$ cat config.mk
export PLATFORM = sky130hd
export DESIGN_NAME = iakc_mac
export DESIGN_NICKNAME = d
export VERILOG_FILES = /design/src/hw/rtl/iakc_pkg.sv /design/src/hw/rtl/iakc_mac.sv
export SDC_FILE = /design/constraint.sdc
export NUM_CORES = 1
export LEC_CHECK = 0
export BUFFER_PORTS_ARGS = -buffer_cell sky130_fd_sc_hd__buf_2
export CORE_UTILIZATION = 58
export CTS_CLUSTER_DIAMETER = 80
export DETAILED_ROUTE_END_ITERATION = 7
export PLACE_DENSITY_LB_ADDON = 0.3
export RECOVER_POWER = 100
export SETUP_SLACK_MARGIN = 0.5
export SYNTH_ARGS = -nofsm -noshare
export SYNTH_HDL_FRONTEND = slang
export SYNTH_SLANG_ARGS = --single-unit
$ cat constraint.sdc
create_clock -name clk_i -period 2.7 [get_ports clk_i]
set_clock_uncertainty 0.05 [all_clocks]
set_input_delay 0.54 -clock clk_i [delete_from_list [all_inputs] [get_ports clk_i]]
set_output_delay 0.54 -clock clk_i [all_outputs]
set_load 0.05 [all_outputs]
$ cat src/hw/rtl/iakc_pkg.sv
// Package for the one-axis image convolution core: sizes, register indexes,
// command codes, sequencer states and a shared helper function. No dependencies.
`default_nettype none
package iakc_pkg;
  localparam int unsigned MaxRadius   = 7;
  localparam int unsigned MaxWidth    = 1024;
  localparam int unsigned MaxHeight   = 1024;
  localparam int unsigned PixelBits   = 16;
  localparam int unsigned CoefFracBits = 14;
  localparam int unsigned CoefBits    = CoefFracBits + 2;
  localparam int unsigned Taps        = 2 * MaxRadius + 1;
  localparam int unsigned LineRows    = 2 * MaxRadius;
  localparam int unsigned ValueBits   = 20;
  localparam int unsigned XBits       = $clog2(MaxWidth);
  localparam int unsigned YBits       = $clog2(MaxHeight);
  localparam int unsigned SizeBits    = 11;
  localparam int unsigned TapBits     = $clog2(Taps);
  localparam int unsigned RowBits     = $clog2(LineRows);
  localparam int unsigned LineDepth   = LineRows * MaxWidth;
  localparam int unsigned LineAddrBits = $clog2(LineDepth);
  localparam int unsigned RadBits     = 3;
  // One product plus one pair term, summed over at most Taps terms.
  localparam int unsigned AccBits     = PixelBits + 1 + CoefBits + TapBits + 1;

  typedef enum logic [2:0] {
    RegKernelMode  = 3'd0,
    RegHorizontal  = 3'd1,
    RegRadius      = 3'd2,
    RegImageWidth  = 3'd3,
    RegImageHeight = 3'd4
  } reg_idx_e;

  typedef enum logic [1:0] {
    ModeGeneral = 2'd0,
    ModeSym     = 2'd1,
    ModeAnti    = 2'd2,
    ModeNone    = 2'd3
  } kernel_mode_e;

  typedef enum logic [2:0] {
    StIdle,
    StFetch,
    StMac,
    StResult,
    StBorder
  } seq_state_e;

  typedef struct packed {
    logic [XBits-1:0]     x;
    logic [YBits-1:0]     y;
    logic signed [ValueBits-1:0] value;
    logic                 sat;
    logic                 last;
  } result_t;

  // Floor shift and saturation of the accumulator to the result width.
  function automatic logic [ValueBits:0] scale_sat(input logic signed [AccBits-1:0] acc);
    logic signed [AccBits-1:0] q;
    logic signed [AccBits-1:0] hi;
    logic signed [AccBits-1:0] lo;
    q  = acc >>> CoefFracBits;
    hi = AccBits'((64'sd1 <<< (ValueBits - 1)) - 64'sd1);
    lo = -AccBits'(64'sd1 <<< (ValueBits - 1));
    if (q > hi) return {1'b1, hi[ValueBits-1:0]};
    if (q < lo) return {1'b1, lo[ValueBits-1:0]};
    return {1'b0, q[ValueBits-1:0]};
  endfunction
endpackage
`default_nettype wire

$ cat src/hw/rtl/iakc_mac.sv
// Shared multiply-accumulate: one tap term per cycle, product registered
// before the add. Depends on iakc_pkg.
`default_nettype none
module iakc_mac
  import iakc_pkg::*;
(
  input  wire logic                      clk_i,
  input  wire logic                      rst_ni,
  input  wire logic                      clear_i,
  input  wire logic                      en_i,
  input  wire logic signed [PixelBits:0] a_i,
  input  wire logic signed [CoefBits-1:0] c_i,
  output logic signed [AccBits-1:0]      acc_o
);
  logic signed [PixelBits+CoefBits:0] prod_q;
  logic                               pv_q;
  logic signed [AccBits-1:0]          acc_q, acc_d;

  always_comb begin
    acc_d = acc_q;
    if (clear_i) acc_d = '0;
    else if (pv_q) acc_d = acc_q + AccBits'(prod_q);
  end

  always_ff @(posedge clk_i or negedge rst_ni) begin
    if (!rst_ni) begin
      pv_q  <= 1'b0;
      acc_q <= '0;
    end else begin
      pv_q  <= en_i;
      acc_q <= acc_d;
    end
  end

  always_ff @(posedge clk_i) begin
    prod_q <= a_i * c_i;
  end

  assign acc_o = acc_q;
endmodule
`default_nettype wire

==> results of run 1 <==
## kinds of logic (layout without fill, tap and decap cells)
kind of cell | count (synthesis) | after routing | synth area share [%]
mux | 19 | 19 | 1.33
fa+ha+maj | 398 | 398 | 48.9
compound gates | 208 | 208 | 9.66
flops | 72 | 72 | 11.3
xor+xnor | 57 | 57 | 3.46
simple gates | 451 | 451 | 15.3
buf+inv | 387 | 729 | 10.1
## state kept, by name, summed over array words and instances (netlist names)
name / flops
pv_q: 1
acc_o: 38
prod_q: 33
## worst reg2reg max path: stages, from the launching register on
cell	delay, ps
dfrtp_1	440
ha_4	280
a21oi_4	150
nand2_1	70
a221oi_1	450
o31ai_4	180
a31o_4	280
a31o_1	210
o41a_1	350
a21o_1	210
or2_0	210
a32o_2	260
## synth_stat cells (5+ instances only)
| cell | n | area [um2] |
|---|---|---|
| a211oi_1 | 15 | 113 |
| dfxtp_1 | 33 | 661 |
| and3_1 | 5 | 31.3 |
| o21a_1 | 8 | 60.1 |
| inv_1 | 339 | 1270 |
| nor3_1 | 7 | 35.0 |
| nand4_1 | 7 | 43.8 |
| a31oi_1 | 6 | 37.5 |
| a21oi_1 | 56 | 280 |
| ha_1 | 121 | 1510 |
| nor2b_1 | 6 | 37.5 |
| nand2b_1 | 12 | 75.1 |
| clkbuf_1 | 46 | 173 |
| mux2i_1 | 18 | 180 |
| o21bai_1 | 9 | 67.6 |
| xnor2_1 | 47 | 412 |
| nand3_1 | 13 | 65.1 |
| and2_1 | 134 | 838 |
| o211ai_1 | 5 | 37.5 |
| nor2_1 | 83 | 312 |
| nand2_1 | 159 | 597 |
| nor4_1 | 7 | 43.8 |
| or3_1 | 9 | 56.3 |
| o21ai_0 | 36 | 180 |
| fa_1 | 277 | 5550 |
| xor2_1 | 10 | 87.6 |
| dfrtp_1 | 39 | 976 |
| a21o_1 | 35 | 263 |
## metal layers
metal  routed length, um  share of wire (%)  vias up  GRT usage (%)
met5                   0                  0        -              0
met4                2070                4.8        0           9.22
met3                2570                5.9      156           2.73
met2               21500                 50      554           54.9
met1               17100                 40     6320           41.4
li1                    -                  -     5618              -
## metrics by stage
stage | TNS, ps | std cells | hold slack, ps | setup slack [ps] | util [%]
6_report | -82540 | 2258 | 265 | -3560 | 79.5
3_5_place_dp | -81520 | 2182 | 446 | -3690 | 71.4
5_1_grt | -88140 | 2258 | 265 | -3700 | 79.5
2_1_floorplan | -66400 | 1592 | 194 | -3200 | -
4_1_cts | -67560 | 2232 | 259 | -3060 | 76.9
3_3_place_gp | -78510 | 2182 | 447 | -3530 | 71.4
## what timing repair did
action	in CTS	in global routing
resized for setup	189	125
buffers inserted	34	26
pin swaps	120	93
endpoints found under the setup margin	58	61
## worst max-delay path by stage
stage / from / to / slack, ps / cells after the start
floorplan: c_i[4] / prod_q[28] / -3200 / 23
global placement: c_i[4] / prod_q[32] / -3530 / 23
detailed placement: c_i[8] / prod_q[32] / -3690 / 23
CTS: a_i[7] / prod_q[32] / -3060 / 23
global route: c_i[15] / prod_q[28] / -3700 / 21
finish: c_i[15] / prod_q[28] / -3560 / 21
## cell type report
cell class                      count  area, um2  area share (%)
Multi-Input combinational cell   1133      12800            65.8
Timing Repair Buffer              374       3010            15.5
Sequential cell                    72       1650            8.53
Inverter                          339       1280            6.58
Tap cell                          324        405            2.09
Clock buffer                        9        225            1.16
Clock inverter                      7       72.6           0.374
==> reports/results.ini, run 1 <==
[outcome]
run_status = complete, but fails checks
violations = setup timing

[setup_path]
crit_arrival_ps = 6440
start_kind = input pin
max_stage_delay_ps = 550
crit_required_ps = 2880
worstReg2RegEnd = acc_o[23]
crit_fanout = 6
reg2reg_from = acc_o[11]
crit_slowest_cell = fa_1
regToRegSetupSlack_ps = -560
path_common_cell = fa_1
critPathTopFamily = adder cells
worstSetupEndpointType = register
worstSetupPathType = input pin to register
crit_buf_inv = 4
reg2regPathDepth = 11
crit_chain = buf_4 -> clkinvlp_4 -> nor2_4 -> fa_1 -> fa_1 -> fa_1 -> fa_1 -> fa_1 -> inv_2 -> fa_1 -> inv_2 -> ha_4 -> nand4_1 -> a2111oi_4 -> a21bo_4 -> a311oi_4 -> o21a_1 -> nor2_2 -> o21ai_1 -> a21oi_1 -> xnor2_1

[cts]
cts-root-buf = clkbuf_16
cts_made_buffers = 9
clk_path_buf_depth = 2
cts_hold_buf = 0
cts_tree = built
path_clk_slew_ps = 60
clk-insertion-delay-late_ps = 340
cts.sinks = 72
htreeDepth = 3

[worst_hold_path]
whs_endpoint = pv_q
holdPathStages = 1
hold_class = input pin to register
min_from = en_i

[synthesis]
synthFlopType = dfrtp_1
synth.distinct_cells = 63
syn_inst = 1592
yosys_warnings = 0
synth_nets = 2027
synth_seq_cells = 72
netlist_area_um2 = 14400
async_flop_share_pct = 54.2
synth_enable_flop_cells = 0
synth_area_per_cell_um2 = 9.07
yosysSeqAreaShare_pct = 11.3

[finish]
fillers = 1450
synthToLayoutAreaGrowth_pct = 34.3
final_cell_mix = 315 x inv_1, 264 x fa_1, 242 x buf_4
drive_gt1_share_pct = 30.7
n_antenna_cell = 0
mostFrequentLayoutCell = inv_1
stdcell_area_um2 = 19400
nets = 2364

[sta]
setup_violations = 53
worst_pin_slew_ps = 1130
slew_violations = 0
relSlewSlack_pct = 24.4
period_share_pct = 232
final.setup.worst_slack_ps = -3560
rsz0062_at_grt = yes
hold_viol = 0
layout_min_cycle_time_ps = 6260
max_clock_freq_mhz = 160

[flow_run]
cap_viol_max_count = 0

[routing]
drt-total-wl_um = 43200
initialDrtViolationCount = 920
route.detailed.drc = 0
vias_per_cell = 5.60
drtAntennaViolNets = 0
num_vias = 12600
wire_per_inst_um = 19.1
dr.pass1.iters = 5

[place]
place_congestion = 0.965
port_buffers = 74
post-dp-hpwl_um = 30600
dpl-instance-area_um2 = 17400

[global_routing]
grt_pass1_vias = 13300
overflow = 0
track_usage_pct = 31.3
antenna_found_initial = 0
grt_start_max_net_pins = 40
grt_pass1_wl_um = 64300

[floorplan]
coreArea_um2 = 24400
start_util_pct = 59.2
io_pins = 75
rows = 57
fp.dieW_um = 160
die_area_um2 = 25500
dieHeight_um = 160

Power of run 1 is not shown: default switching activity piles up to over one toggle a cycle in this logic, so the estimate is an artifact.
==> run 2: changes to the inputs <==
CORE_UTILIZATION = 70   (was 58)
clock period = 8.05 ns   (was 2.7 ns; I/O delays follow)
==> run 2 against run 1 <==
Effect of this change: the flow finishes with violations (capacitance limit, slew limit); sequential cell count unchanged; via count decreased by 12%; core utilization fell by 4.1 points; first-iteration DRC count down 28%; critical path type unchanged; highest routed layer unchanged.
==> reports/results.ini, run 2 (synthesis gave the netlist of run 1 again) <==
[sta]
setup_violations = 0  ; was 53
worst_pin_slew_ps = 2130  ; was 1130 ps
layout_min_cycle_time_ps = 7460
max_clock_freq_mhz = 134
period_share_pct = 92.6
hold_viol = 0  ; unchanged
final.setup.tns_ps = 0  ; was -82540 ps
rsz0062_at_grt = no  ; was yes
final.setup.worst_slack_ps = 592  ; was -3560 ps
slew_violations = 85  ; was 0
relSlewSlack_pct = -42.2  ; was 24.4%

[cts]
clk-insertion-delay-late_ps = 330  ; was 340 ps
htreeDepth = 3  ; unchanged
cts_made_buffers = 9  ; unchanged
cts_tree = built  ; unchanged
cts.sinks = 72  ; unchanged
cts_hold_buf = 0  ; unchanged
clk_path_buf_depth = 2  ; unchanged
post_cts_resized = 0  ; was 189
post_cts_buffers = 0  ; was 34
path_clk_slew_ps = 60  ; about the same
cts-root-buf = clkbuf_16  ; unchanged

[outcome]
violations = capacitance limit, slew limit  ; was setup timing
run_status = complete, but fails checks  ; unchanged

[setup_path]
reg2regPathDepth = 12  ; was 11
crit_required_ps = 8220  ; was 2880 ps
crit_fanout = 17  ; was 6
worstSetupPathType = input pin to register  ; unchanged
crit_arrival_ps = 7620  ; was 6440 ps
start_kind = input pin  ; unchanged
worstSetupEndpointType = register  ; unchanged

[finish]
nets = 2067  ; was 2364
drive_gt1_share_pct = 3.79  ; was 30.7%
n_antenna_cell = 0  ; unchanged
synthToLayoutAreaGrowth_pct = 5.74  ; was 34.3%
mostFrequentLayoutCell = inv_1  ; unchanged
fillers = 1461  ; was 1450
multi_input_area_um2 = 11400  ; was 12800 um2
largest_reg_flops = 38  ; unchanged
seq_area_um2 = 1640  ; was 1650 um2
final_cell_mix = 339 x inv_1, 275 x fa_1, 159 x nand2_1  ; was 315 x inv_1, 264 x fa_1, 242 x buf_4

[routing]
initialDrtViolationCount = 665  ; was 920
num_vias = 11100  ; was 12.6k
vias_per_cell = 5.81  ; was 5.60
drt-total-wl_um = 33400  ; was 43200 um
wire_per_inst_um = 17.5  ; was 19.1 um
drtAntennaViolNets = 0  ; unchanged
dr.pass1.iters = 6  ; was 5
route.detailed.drc = 0  ; unchanged

[global_routing]
overflow = 0  ; unchanged
grt_start_max_net_pins = 45  ; was 40
track_usage_pct = 33.0  ; was 31.3%
antenna_found_initial = 0  ; unchanged
grt_pass1_vias = 11700  ; was 13.3k
grt_pass1_wl_um = 55500  ; was 64300 um

[floorplan]
start_util_pct = 71.4  ; was 59.2%
coreArea_um2 = 20200  ; was 24400 um2
fp.dieW_um = 146  ; was 160 um
rows = 52  ; was 57
io_pins = 75  ; unchanged
die_area_um2 = 21200  ; was 25500 um2
dieHeight_um = 146  ; was 160 um

[flow_run]
cap_viol_max_count = 2  ; was 0

[place]
post-dp-hpwl_um = 27200  ; was 30600 um
place_congestion = 0.969  ; was 0.965
dp_slack_ps = 288  ; was -3690 ps
port_buffers = 74  ; unchanged

[worst_hold_path]
holdPathStages = 2  ; was 1
hold_class = register to register  ; was input pin to register

==> run 2: cell types whose count changed in the layout (fill, tap and decap cells not counted), moves of 21 or more <==
cell and change:
buf_2 +21, a21oi_1 +26, and2_1 +23, o21ai_0 +21, inv_2 -23, buf_6 -65, and2_4 -27, ha_4 -42
ha_1 +46, inv_1 +24, buf_4 -240
==> run 2: final cells by class <==
class	instances	share of cell area, %
clock buffers	9	1.47
inverters	339	8.33
flip-flops and latches	72	10.7
repair buffers	77	2.29
multi-input cells	1133	74.4
well taps	270	2.21
clock inverters	7	0.549
==> run 2: final timing paths <==
path                            from    endpoint  slack (ps)
max                           c_i[3]  prod_q[32]         590
min reg2reg                acc_o[32]   acc_o[32]         460
max in group asynchronous     rst_ni   acc_o[12]        4880
min                        acc_o[32]   acc_o[32]         460
max reg2reg                 acc_o[0]   acc_o[26]        4440
min in group asynchronous     rst_ni   acc_o[35]        1840
==> run 2: routing by layer <==
metal / vias to the layer above / wire length (um) / track usage (%)
li1: 5014 / - / -
met1: 5440 / 12700 / 40.9
met2: 486 / 16900 / 57.9
met3: 133 / 2130 / 3.73
met4: 0 / 1620 / 15.7
met5: - / 0 / 0
==> run 2: worst max-delay path: stages <==
cell and delay, ps:
buf_2 330, nand2_1 130, fa_1 490, fa_1 570, fa_1 450, fa_1 550
inv_1 50, fa_1 480, inv_1 50, fa_1 480, inv_1 50, ha_1 380
and3_1 220, nor2_1 60, a2111oi_0 400, a21bo_1 300, a311oi_1 310, o21ai_0 150
nor2_1 190, a2111oi_4 70, a21oi_1 190, xnor2_1 90
==> run 2: through the flow <==
stage               std cells  hold WS [ps]  instance area, um2  util, %
finish                   1907           459               15300     75.5
floorplan                1592           510               14400        -
global placement         1891           444               15000     74.1
global route             1907           508               15300     75.5
CTS                      1907           462               15300     75.6
detailed placement       1891           448               15000     74.1
Power of run 2 is left out for the same reason.
